**src/sv/cmm_pkg.sv**
```systemverilog
// Shared types, constants and helpers for the conference mix-minus mixer.
// Used by cmm_lane, cmm_merge and conference_mix_minus_mixer_core.
package cmm_pkg;

    localparam int NUM_FIELDS = 8;              // sample fields carried by one item
    localparam int PORTS      = 8;              // ports that take part (2..8)
    localparam int SMP_W      = 16;
    localparam int CNT_W      = $clog2(NUM_FIELDS + 1);
    localparam int SHIFT_W    = $clog2($clog2(NUM_FIELDS) + 1);
    localparam int PAIRS      = NUM_FIELDS / 2;
    localparam int PAIR_W     = SMP_W + 1;
    localparam int SUM_W      = SMP_W + $clog2(NUM_FIELDS);
    localparam int IN_W       = NUM_FIELDS * SMP_W + NUM_FIELDS;
    localparam int OUT_W      = ((NUM_FIELDS * SMP_W + NUM_FIELDS + 7) / 8) * 8;
    localparam int CFG_IDX_W  = 2;
    localparam int CFG_DATA_W = 8;

    // register indexes on the configuration port
    localparam logic [CFG_IDX_W-1:0] REG_BRIDGE_ENABLED = 2'd0;
    localparam logic [CFG_IDX_W-1:0] REG_ACTIVE_MASK    = 2'd1;

    typedef logic signed [SMP_W-1:0]     sample_t;
    typedef sample_t [NUM_FIELDS-1:0]    sample_vec_t;
    typedef logic [NUM_FIELDS-1:0]       port_mask_t;

    localparam port_mask_t PORT_MASK = NUM_FIELDS'((1 << PORTS) - 1);

    // control that travels beside the lane data towards the merge stage
    typedef struct packed {
        logic       bridge;
        port_mask_t act;
        port_mask_t nz;     // lane has at least one contributor
        sample_t    smp0;
    } ctl_t;

    // floor(log2(count)) for a contributor count
    function automatic logic [SHIFT_W-1:0] shift_of(input logic [CNT_W-1:0] cnt);
        logic [SHIFT_W-1:0] s;
        s = '0;
        for (int b = 1; b < CNT_W; b++)
        begin
            if (cnt >= CNT_W'(1 << b))
            begin
                s = SHIFT_W'(b);
            end
        end
        return s;
    endfunction

    // clamp a wide sum to the sample range
    function automatic sample_t sat16(input logic signed [SUM_W-1:0] x);
        sample_t r;
        if (x > SUM_W'(32767))
        begin
            r = 16'sh7fff;
        end
        else if (x < -SUM_W'(32768))
        begin
            r = 16'sh8000;
        end
        else
        begin
            r = x[SMP_W-1:0];
        end
        return r;
    endfunction

endpackage

```
**src/sv/cmm_lane.sv**
```systemverilog
// One mixing lane: scales and sums the contributing samples for one port.
// Depends on cmm_pkg. Two register stages, loaded by the enables from the top.
module cmm_lane (
    input  logic                 clk,
    input  logic                 ld_a,
    input  logic                 ld_b,
    input  cmm_pkg::sample_vec_t smp,
    input  cmm_pkg::port_mask_t  contrib,
    output cmm_pkg::sample_t     mix
);
    import cmm_pkg::*;

    logic [CNT_W-1:0]          cnt;
    logic [SHIFT_W-1:0]        sh;
    sample_t                   term [NUM_FIELDS];
    logic signed [PAIR_W-1:0]  pair_next [PAIRS];
    logic signed [PAIR_W-1:0]  pair_reg  [PAIRS];
    logic signed [SUM_W-1:0]   total;
    sample_t                   mix_next;
    sample_t                   mix_reg;

    // scale each contributor by the shared shift, keeping the sign
    always_comb
    begin
        cnt = CNT_W'($countones(contrib));
        sh  = shift_of(cnt);
        for (int i = 0; i < NUM_FIELDS; i++)
        begin
            if (contrib[i])
            begin
                term[i] = smp[i] >>> sh;
            end
            else
            begin
                term[i] = '0;
            end
        end
        for (int j = 0; j < PAIRS; j++)
        begin
            pair_next[j] = PAIR_W'(term[2*j]) + PAIR_W'(term[2*j+1]);
        end
    end

    // hold the pair sums
    always_ff @(posedge clk)
    begin
        if (ld_a)
        begin
            pair_reg <= pair_next;
        end
    end

    // finish the sum and saturate
    always_comb
    begin
        total = '0;
        for (int j = 0; j < PAIRS; j++)
        begin
            total = total + SUM_W'(pair_reg[j]);
        end
        mix_next = sat16(total);
    end

    always_ff @(posedge clk)
    begin
        if (ld_b)
        begin
            mix_reg <= mix_next;
        end
    end

    assign mix = mix_reg;

endmodule

```
**src/sv/cmm_merge.sv**
```systemverilog
// Merge stage: picks each port's output from the lanes and forms the result item.
// Depends on cmm_pkg. Holds the output register and its valid bit.
module cmm_merge (
    input  logic                 clk,
    input  logic                 rst_n,
    input  logic                 in_valid,
    output logic                 in_ready,
    input  cmm_pkg::ctl_t        ctl,
    input  cmm_pkg::sample_vec_t mix,
    output logic                 out_valid,
    input  logic                 out_ready,
    output cmm_pkg::sample_vec_t out_smp,
    output cmm_pkg::port_mask_t  out_present,
    output logic                 out_comfort
);
    import cmm_pkg::*;

    logic        valid_reg;
    logic        valid_next;
    sample_vec_t smp_reg;
    sample_vec_t smp_next;
    port_mask_t  present_reg;
    port_mask_t  present_next;
    logic        comfort_reg;
    logic        comfort_next;

    assign in_ready = !valid_reg || out_ready;

    // choose mix, port 0's sample or silence for every port
    always_comb
    begin
        smp_next     = '0;
        present_next = '0;
        comfort_next = 1'b0;
        if (ctl.bridge)
        begin
            for (int p = 0; p < NUM_FIELDS; p++)
            begin
                if (ctl.act[p])
                begin
                    present_next[p] = 1'b1;
                    if (ctl.nz[p])
                    begin
                        smp_next[p] = mix[p];
                    end
                    else if (p != 0)
                    begin
                        smp_next[p] = ctl.smp0;
                    end
                    else
                    begin
                        comfort_next = 1'b1;
                    end
                end
            end
        end
        else
        begin
            present_next[0] = 1'b1;
            if (ctl.nz[0])
            begin
                smp_next[0] = mix[0];
            end
            else
            begin
                comfort_next = 1'b1;
            end
            for (int p = 1; p < NUM_FIELDS; p++)
            begin
                if (ctl.act[p])
                begin
                    present_next[p] = 1'b1;
                    smp_next[p]     = ctl.smp0;
                end
            end
        end
    end

    assign valid_next = in_ready ? in_valid : valid_reg;

    always_ff @(posedge clk or negedge rst_n)
    begin
        if (!rst_n)
        begin
            valid_reg <= 1'b0;
        end
        else
        begin
            valid_reg <= valid_next;
        end
    end

    // load the output item when the slot frees up
    always_ff @(posedge clk)
    begin
        if (in_ready && in_valid)
        begin
            smp_reg     <= smp_next;
            present_reg <= present_next;
            comfort_reg <= comfort_next;
        end
    end

    assign out_valid   = valid_reg;
    assign out_smp     = smp_reg;
    assign out_present = present_reg;
    assign out_comfort = comfort_reg;

endmodule

```
**src/sv/conference_mix_minus_mixer_core.sv**
```systemverilog
// Conference mix-minus mixer, top level. Depends on cmm_pkg, cmm_lane, cmm_merge.
// A result passes the input reg, the two lane stages and the output reg in order.
// Throughput: one item per cycle while the output is not stalled; one lane per port
// works in parallel.
// Each stage advances when the next is empty or advancing, so bubbles close up.
// Reset (rst_n low, asynchronous) empties the pipeline, sets bridge mode and
// clears the active mask.
module conference_mix_minus_mixer_core (
    input  logic                               clk,
    input  logic                               rst_n,
    // configuration writes
    input  logic                               cfg_we,
    input  logic [cmm_pkg::CFG_IDX_W-1:0]      cfg_index,
    input  logic [cmm_pkg::CFG_DATA_W-1:0]     cfg_wdata,
    // input items
    input  logic                               s_axis_tvalid,
    output logic                               s_axis_tready,
    input  logic [cmm_pkg::IN_W-1:0]           s_axis_tdata,  // port0_in..port7_in, speech_mask
    // result items
    output logic                               m_axis_tvalid,
    input  logic                               m_axis_tready,
    output logic [cmm_pkg::OUT_W-1:0]          m_axis_tdata,  // port0_out..port7_out, present_mask
    output logic                               m_axis_tuser   // comfort_flag
);
    import cmm_pkg::*;

    logic        bridge_enabled_reg;
    logic        bridge_enabled_next;
    port_mask_t  active_mask_reg;
    port_mask_t  active_mask_next;

    logic        v1_reg, v1_next, v2_reg, v2_next, v3_reg, v3_next;
    logic        adv1, adv2, adv3, adv4;

    sample_vec_t smp1_reg;
    port_mask_t  speak1_reg;
    port_mask_t  act1_reg;
    logic        bridge1_reg;

    port_mask_t  contrib [NUM_FIELDS];
    ctl_t        ctl2_next;
    ctl_t        ctl2_reg;
    ctl_t        ctl3_reg;
    sample_vec_t mix3;
    sample_vec_t out_smp;
    port_mask_t  out_present;

    // configuration registers
    always_comb
    begin
        bridge_enabled_next = bridge_enabled_reg;
        active_mask_next    = active_mask_reg;
        if (cfg_we)
        begin
            case (cfg_index)
                REG_BRIDGE_ENABLED: bridge_enabled_next = cfg_wdata[0];
                REG_ACTIVE_MASK:    active_mask_next    = cfg_wdata[NUM_FIELDS-1:0];
                default:            ;
            endcase
        end
    end

    always_ff @(posedge clk or negedge rst_n)
    begin
        if (!rst_n)
        begin
            bridge_enabled_reg <= 1'b1;
            active_mask_reg    <= '0;
        end
        else
        begin
            bridge_enabled_reg <= bridge_enabled_next;
            active_mask_reg    <= active_mask_next;
        end
    end

    // stage advance chain
    assign adv3 = !v3_reg || adv4;
    assign adv2 = !v2_reg || adv3;
    assign adv1 = !v1_reg || adv2;
    assign s_axis_tready = adv1;

    assign v1_next = adv1 ? s_axis_tvalid : v1_reg;
    assign v2_next = adv2 ? v1_reg : v2_reg;
    assign v3_next = adv3 ? v2_reg : v3_reg;

    always_ff @(posedge clk or negedge rst_n)
    begin
        if (!rst_n)
        begin
            v1_reg <= 1'b0;
            v2_reg <= 1'b0;
            v3_reg <= 1'b0;
        end
        else
        begin
            v1_reg <= v1_next;
            v2_reg <= v2_next;
            v3_reg <= v3_next;
        end
    end

    // capture the item with the masks it sees
    always_ff @(posedge clk)
    begin
        if (adv1 && s_axis_tvalid)
        begin
            for (int p = 0; p < NUM_FIELDS; p++)
            begin
                smp1_reg[p] <= s_axis_tdata[p*SMP_W +: SMP_W];
            end
            speak1_reg  <= s_axis_tdata[NUM_FIELDS*SMP_W +: NUM_FIELDS]
                           & active_mask_reg & PORT_MASK;
            act1_reg    <= active_mask_reg & PORT_MASK;
            bridge1_reg <= bridge_enabled_reg;
        end
    end

    // every lane hears the speaking ports but itself
    always_comb
    begin
        for (int p = 0; p < NUM_FIELDS; p++)
        begin
            contrib[p] = speak1_reg & ~(NUM_FIELDS'(1) << p);
            ctl2_next.nz[p] = |contrib[p];
        end
        ctl2_next.bridge = bridge1_reg;
        ctl2_next.act    = act1_reg;
        ctl2_next.smp0   = smp1_reg[0];
    end

    // carry control beside the lanes
    always_ff @(posedge clk)
    begin
        if (adv2 && v1_reg)
        begin
            ctl2_reg <= ctl2_next;
        end
        if (adv3 && v2_reg)
        begin
            ctl3_reg <= ctl2_reg;
        end
    end

    for (genvar g = 0; g < NUM_FIELDS; g++)
    begin : g_lane
        cmm_lane u_lane (
            .clk     (clk),
            .ld_a    (adv2 && v1_reg),
            .ld_b    (adv3 && v2_reg),
            .smp     (smp1_reg),
            .contrib (contrib[g]),
            .mix     (mix3[g])
        );
    end

    cmm_merge u_merge (
        .clk         (clk),
        .rst_n       (rst_n),
        .in_valid    (v3_reg),
        .in_ready    (adv4),
        .ctl         (ctl3_reg),
        .mix         (mix3),
        .out_valid   (m_axis_tvalid),
        .out_ready   (m_axis_tready),
        .out_smp     (out_smp),
        .out_present (out_present),
        .out_comfort (m_axis_tuser)
    );

    // pack the result item
    always_comb
    begin
        m_axis_tdata = '0;
        for (int p = 0; p < NUM_FIELDS; p++)
        begin
            m_axis_tdata[p*SMP_W +: SMP_W] = out_smp[p];
        end
        m_axis_tdata[NUM_FIELDS*SMP_W +: NUM_FIELDS] = out_present;
    end

    // an empty output slot leaves the whole pipeline free to take an item
    a_ready_when_empty: assert property (@(posedge clk) disable iff (!rst_n)
        !m_axis_tvalid |-> s_axis_tready)
        else $error("input stalled with empty output register");

    // comfort noise means a silent port 0 that still has an output
    a_comfort_silent: assert property (@(posedge clk) disable iff (!rst_n)
        m_axis_tvalid && m_axis_tuser |-> out_smp[0] == '0 && out_present[0])
        else $error("comfort flag with audible or absent port 0");

    // port 1 without an output carries silence
    a_absent_zero: assert property (@(posedge clk) disable iff (!rst_n)
        m_axis_tvalid && !out_present[1] |-> out_smp[1] == '0)
        else $error("absent port 1 carries a sample");

    // a filled stage 3 stays filled, its control steady, until the merge stage moves
    a_stage_hold: assert property (@(posedge clk) disable iff (!rst_n)
        v3_reg && !adv4 |=> v3_reg && $stable(ctl3_reg))
        else $error("lane result lost under stall");

endmodule

```
**config.mk**
```make
export PLATFORM = sky130hd
export DESIGN_NAME = conference_mix_minus_mixer_core
export DESIGN_NICKNAME = d
export VERILOG_FILES = /design/src/sv/cmm_pkg.sv /design/src/sv/cmm_lane.sv /design/src/sv/cmm_merge.sv /design/src/sv/conference_mix_minus_mixer_core.sv
export SDC_FILE = /design/constraint.sdc
export NUM_CORES = 2
export LEC_CHECK = 0
export BUFFER_PORTS_ARGS = -buffer_cell sky130_fd_sc_hd__buf_2
export CAP_MARGIN = 20
export CELL_PAD_IN_SITES_DETAIL_PLACEMENT = 2
export CELL_PAD_IN_SITES_GLOBAL_PLACEMENT = 2
export CORE_MARGIN = 2
export CORE_UTILIZATION = 38
export CTS_BUF_LIST = sky130_fd_sc_hd__clkbuf_4
export DETAILED_ROUTE_END_ITERATION = 10
export HOLD_SLACK_MARGIN = 0.06
export PLACE_DENSITY_LB_ADDON = 0.05
export SLEW_MARGIN = 10
export SYNTH_ARGS = -nofsm -noshare
export SYNTH_HDL_FRONTEND = slang
export SYNTH_SLANG_ARGS = --single-unit
```
**constraint.sdc**
```tcl
create_clock -name clk -period 15.1 [get_ports clk]
set_clock_uncertainty 0.2 [all_clocks]
set_input_delay 1.51 -clock clk [delete_from_list [all_inputs] [get_ports clk]]
set_output_delay 1.51 -clock clk [all_outputs]
set_load 0.02 [all_outputs]
```
# Word level (Yosys, flattened, before mapping)
# Index checks and enable logic that the tools add are counted.
# W data, S select, Z words.
[word_totals] reg_bits=1025 wordCells=398
[op_classes] eq_ne=1 order_cmp=40 reduce_logical=23 shifts=56 addsub=70 bitwise_logic=1 mux=123
[ops] op="$mux W16" count=87
[ops] op="$sshr A16 B2 Y16" count=56
[ops] op="$add A16 B16 Y17" count=24
[ops] op="$gt A19 B16 Y1 const B" count=8
[ops] op="$lt A19 B16 Y1 const B" count=8
[ops] op="$mux W128" count=1
[ops] op="$add A18 B17 Y19" count=6
[ops] op="$add A19 B17 Y19" count=6
[ops] op="$add A17 B17 Y18" count=4
[ops] op="$reduce_or A7 Y1" count=8
[ops] op="$add A4 B4 Y4" count=10
[ops] op="$add A18 B16 Y19" count=2
[ops] op="$add A19 B16 Y19" count=2
[ops] op="$add A16 B17 Y18" count=2
[ops] op="$add A17 B16 Y18" count=2
[ops] op="$ge A4 B2 Y1 const B" count=8
[ops] op="$ge A4 B3 Y1 const B" count=8
[ops] op="$ge A4 B4 Y1 const B" count=8
[ops] op="$mux W2" count=16
[ops] op="$mux W1" count=19
[ops] op="$add A1 B4 Y4" count=4
[ops] op="$add A4 B1 Y4" count=4
[ops] op="$add A1 B1 Y2" count=4
[ops] op="$and A8 B8 Y8" count=1
[ops] op="other kinds (6)" count=16

# Logic depth before layout (Yosys ltp)
[depth] ltp_word=10 mapped_depth=28 ltp_nobuf=23

# Cells and area by module
# From an unflattened synthesis, not the netlist that was laid out.
[hier_totals] hier_cells=10337 area_unflattened_um2=96740.3
[modules_own_cells] module="cmm_lane at g_lane[4].u_lane ..." seq_area_each_um2=2522.4 instances=3 area_per_inst_um2=10241.1 cells_each=1153
[modules_own_cells] module="cmm_lane at g_lane[0].u_lane" seq_area_each_um2=2522.4 instances=1 area_per_inst_um2=10704.0 cells_each=1232
[modules_own_cells] module="cmm_lane at g_lane[2].u_lane" seq_area_each_um2=2522.4 instances=1 area_per_inst_um2=10537.6 cells_each=1196
[modules_own_cells] module="cmm_lane at g_lane[1].u_lane" seq_area_each_um2=2522.4 instances=1 area_per_inst_um2=10517.6 cells_each=1223
[modules_own_cells] module="cmm_lane at g_lane[3].u_lane" seq_area_each_um2=2522.4 instances=1 area_per_inst_um2=10480.1 cells_each=1204
[modules_own_cells] module="cmm_lane at g_lane[7].u_lane" seq_area_each_um2=2522.4 instances=1 area_per_inst_um2=10447.5 cells_each=1197
[modules_own_cells] module="conference_mix_minus_mixer_core" seq_area_each_um2=6637.6 instances=1 area_per_inst_um2=6989.2 cells_each=266
[modules_own_cells] module="cmm_merge" seq_area_each_um2=4139.0 instances=1 area_per_inst_um2=6341.1 cells_each=560

# Least setup slack after synthesis
# OpenSTA, ideal clock, no wires.
[synth_timing] path_kind="input -> register" from="input m_axis_tready" to="register ctl2_reg[0] (netlist name), enable pin" path_buffers=0 cell_stages=3 t_arrival_ns=14.468 setup_slack_ns=-0.576 cell_sequence="nor2b_1 > nand3_1 > and2_1"
[synth_between] elab_chain_cells=4
[synth_lines] element="from (decl)" line_no="conference_mix_minus_mixer_core.sv:21" rtl="input logic m_axis_tready,"
[synth_lines] element="$logic_or A1 B1 Y1" line_no="cmm_merge.sv:27" rtl="assign in_ready = !valid_reg || out_ready;"
[synth_lines] element="$logic_or A1 B1 Y1" line_no="conference_mix_minus_mixer_core.sv:78" rtl="assign adv3 = !v3_reg || adv4;"
[synth_lines] element="$logic_or A1 B1 Y1" line_no="conference_mix_minus_mixer_core.sv:79" rtl="assign adv2 = !v2_reg || adv3;"
[synth_lines] element="$logic_and A1 B1 Y1"
[synth_lines] element="named net g_lane[0].u_lane.ld_a" line_no="cmm_lane.sv:5" rtl="input logic ld_a,"
[synth_lines] element="to (signal assigned)" line_no="conference_mix_minus_mixer_core.sv:137" rtl="ctl2_reg <= ctl2_next;"
[synth_lines] element="to (decl)" line_no="conference_mix_minus_mixer_core.sv:42" rtl="ctl_t ctl2_reg;"
# The timed path passes the listed nets, and every way through them passes these cells.
# A chain may end at the register's enable or synchronous reset.

==> impl_metrics.env <==
export IMPL_clk_pin_slew_ns=0.07
export IMPL_gr_total_overflow=0
export IMPL_cts_setup_buffers=0
export IMPL_critPathKind="reg2reg"
export IMPL_netlist_area_um2=88200
export IMPL_rsz0062_at_grt="no"
export IMPL_cp_slowest_cell="and2_4"
export IMPL_critical_path_most_common_cell="ha_1"
export IMPL_worst_pin_slew_ns=1.25
export IMPL_drv_slew=0
export IMPL_worstPathBufferInverterCount=3
export IMPL_cts_sinks=1025
export IMPL_drive_gt1_frac=0.125
export IMPL_track_usage=0.362
export IMPL_synth_edff_count=1012
export IMPL_placeableCoreArea_um2=230000
export IMPL_yosysWarnings=0
export IMPL_vias=80800
export IMPL_die_h_um=486
export IMPL_ys_flop_type="edfxtp_1"
export IMPL_largest_reg_flops=536
export IMPL_clockRootBuffer="clkbuf_4"
export IMPL_fmax_mhz=110
export IMPL_layout_nets=10800
export IMPL_wire_per_inst_um=33.1
export IMPL_outcome="finished, final reports clean"
export IMPL_hold_viol=0
export IMPL_drt_iter0_markers=8225
export IMPL_antenna_found_initial=74
export IMPL_yosysSeqAreaShare=0.348
export IMPL_die_area_um2=236000
export IMPL_final_cell_mix="nand2_1 (1872), edfxtp_1 (1012), inv_1 (808), and3_1 (619), ha_1 (523)"
export IMPL_critPathMaxStageDelay_ns=0.75
export IMPL_grt_first_pass_wirelength_mm=618
export IMPL_layout_commonest_cell="nand2_1"
export IMPL_synth_distinct_cells=96
export IMPL_cp_top_family="adder cells"
export IMPL_tritoncts="built"
export IMPL_worstPathCellList="buf_4, inv_2, ha_1, ha_1, xor2_1, ha_1, a21oi_1, fa_1, xnor2_1, nand2b_1, and2_4, buf_4, mux2i_1, a211oi_1, ha_1, fa_1, a21o_1, a21oi_1, o21bai_1, a2111o_1, a41oi_1, o21ai_0, a21oi_1, xnor2_1"
export IMPL_finalWorstSetupSlack_ns=6.04
export IMPL_drt_total_wl_mm=435
export IMPL_slew_headroom=0.170
export IMPL_crit_arrival_ns=9.91
export IMPL_clk_latency_ns=1.44
export IMPL_via_per_inst=6.15
export IMPL_cts_resized_gates=0
export IMPL_totalNegativeSetupSlack_ns=0
export IMPL_num_io_pins=290
export IMPL_ant_nets=0
export IMPL_gp_congestion=0.904
export IMPL_fp_dieW_um=486
export IMPL_regArea_um2=30700
export IMPL_grt_pass1_vias=85900
export IMPL_critPathCaptureType="flop"
export IMPL_grt_max_degree=145
export IMPL_area_growth_pct=11.3
export IMPL_syn_instance_count=9521
export IMPL_startpoint_type="flop"
export IMPL_critPathMaxFanout=59
export IMPL_initial_core_util=0.383
export IMPL_cp_required_ns=15.95
export IMPL_clock_tree_buffer_depth=4
export IMPL_multi_input_area_um2=51800
export IMPL_place_hpwl_mm=296
export IMPL_hp_class="in2reg"
export IMPL_maxCapViolations=0
export IMPL_ys_ff_latch=1025
export IMPL_final_fill_count=25000
export IMPL_drtPass1Iterations=5
export IMPL_route_detailed_drc=0
export IMPL_ys_async_sr_fraction=0.0127
export IMPL_postSynthAreaPerCell_um2=9.26
export IMPL_fin_crit_ns=9.06
export IMPL_numCtsBuffers=332
export IMPL_h_tree_depth=5
export IMPL_syn_num_nets=10500
export IMPL_port_buffers=289
export IMPL_rows=176
export IMPL_finalSetupViolCount=0
export IMPL_final_period_utilization=0.600
export IMPL_pre_cts_ws_ns=6.20
final timing paths:
kind                             startpoint  slack [ns]                       endpoint  cells past startpoint
max                           speak1_reg[3]        6.04  g_lane[5].u_lane.pair_reg[48]                     24
min                        s_axis_tdata[65]        0.19                   smp1_reg[65]                      1
max reg2reg                   speak1_reg[3]        6.04  g_lane[5].u_lane.pair_reg[48]                     24
min reg2reg                     ctl2_reg[6]        0.20                    ctl3_reg[6]                      0
max in group asynchronous             rst_n       14.01             bridge_enabled_reg                      2
min in group asynchronous             rst_n        0.36             active_mask_reg[1]                      2
Yosys cell counts (14+ instances only):
cell	instances	area, um^2
and2_1	141	882
nor2b_1	43	269
xor2_1	146	1280
mux4_2	92	2070
nand2b_1	33	206
ha_1	527	6590
a31o_2	23	201
a21boi_0	118	886
nor3_1	76	380
a41oi_1	17	149
o21ai_1	14	70.1
a211o_1	18	158
nand3_1	100	500
o211ai_1	23	173
a211oi_1	429	3220
mux2i_1	411	4110
a21oi_1	397	1990
buf_1	41	154
a311oi_1	129	1130
o21bai_1	64	480
o21a_1	115	863
inv_1	813	3050
xnor2_1	275	2410
and3_1	619	3870
edfxtp_1	1012	30400
nand2_1	1877	7050
clkbuf_1	492	1850
o21ai_0	129	646
buf_4	17	128
fa_1	316	6330
or3_1	23	144
a21o_1	185	1390
nand4_1	27	169
o22ai_1	17	106
nor2_1	313	1170
buf_2	127	636
a221oi_1	74	648
o31ai_1	26	195
a2111o_1	16	180
what timing repair did:
action,CTS,global route
hold endpoints to repair,150,0
hold buffers,137,0
endpoints found under the setup margin,0,0
worst register-to-register path, cell delays in order (launching register included):
cell,delay (ns)
edfxtp_1,0.36
buf_4,0.23
inv_2,0.68
ha_1,0.46
ha_1,0.47
xor2_1,0.26
ha_1,0.19
a21oi_1,0.07
fa_1,0.46
xnor2_1,0.30
nand2b_1,0.48
and2_4,0.75
buf_4,0.72
mux2i_1,0.32
a211oi_1,0.11
ha_1,0.27
fa_1,0.49
a21o_1,0.20
a21oi_1,0.24
o21bai_1,0.13
a2111o_1,0.45
a41oi_1,0.39
o21ai_0,0.20
a21oi_1,0.22
xnor2_1,0.09
metrics by stage:
step	utilization	area, um^2	hold slack, ns	std cells
global placement	0.402	92600	0.200	12400
floorplan	-	88200	0.200	9521
detailed placement	0.402	92600	0.208	12400
CTS	0.426	98000	0.0633	13100
global route	0.426	98100	0.0960	13100
finish	0.426	98100	0.188	13100
logic make-up (layout without fill, tap and decap cells):
family,Yosys count,count (layout),synth area share
flops,1025,1025,0.348
fa+ha+maj,843,843,0.147
simple gates,3312,3312,0.171
mux,512,512,0.0713
compound gates,1905,1905,0.153
buf+inv,1501,2053,0.0671
xor+xnor,423,423,0.0422
other cells,0,35,0
cell type report:
cell class / instances / area share
multi-input cells: 6995 / 0.527
flip-flops and latches: 1025 / 0.313
repair buffers: 669 / 0.0476
well taps: 3026 / 0.0386
inverters: 816 / 0.0312
clock buffers: 461 / 0.0353
diodes: 35 / 0.000893
clock inverters: 107 / 0.00601
routing by layer:
layer | routed length, um | up-vias | track usage
met2 | 196000 | 3575 | 0.566
met4 | 28000 | 15 | 0.218
met3 | 36500 | 1014 | 0.0710
met1 | 175000 | 41800 | 0.463
met5 | 126 | - | 0
li1 | - | 34400 | -
Power is left out: the tool's default activity adds up to more than one toggle a clock period on the data nets, which glitch-free logic cannot reach.
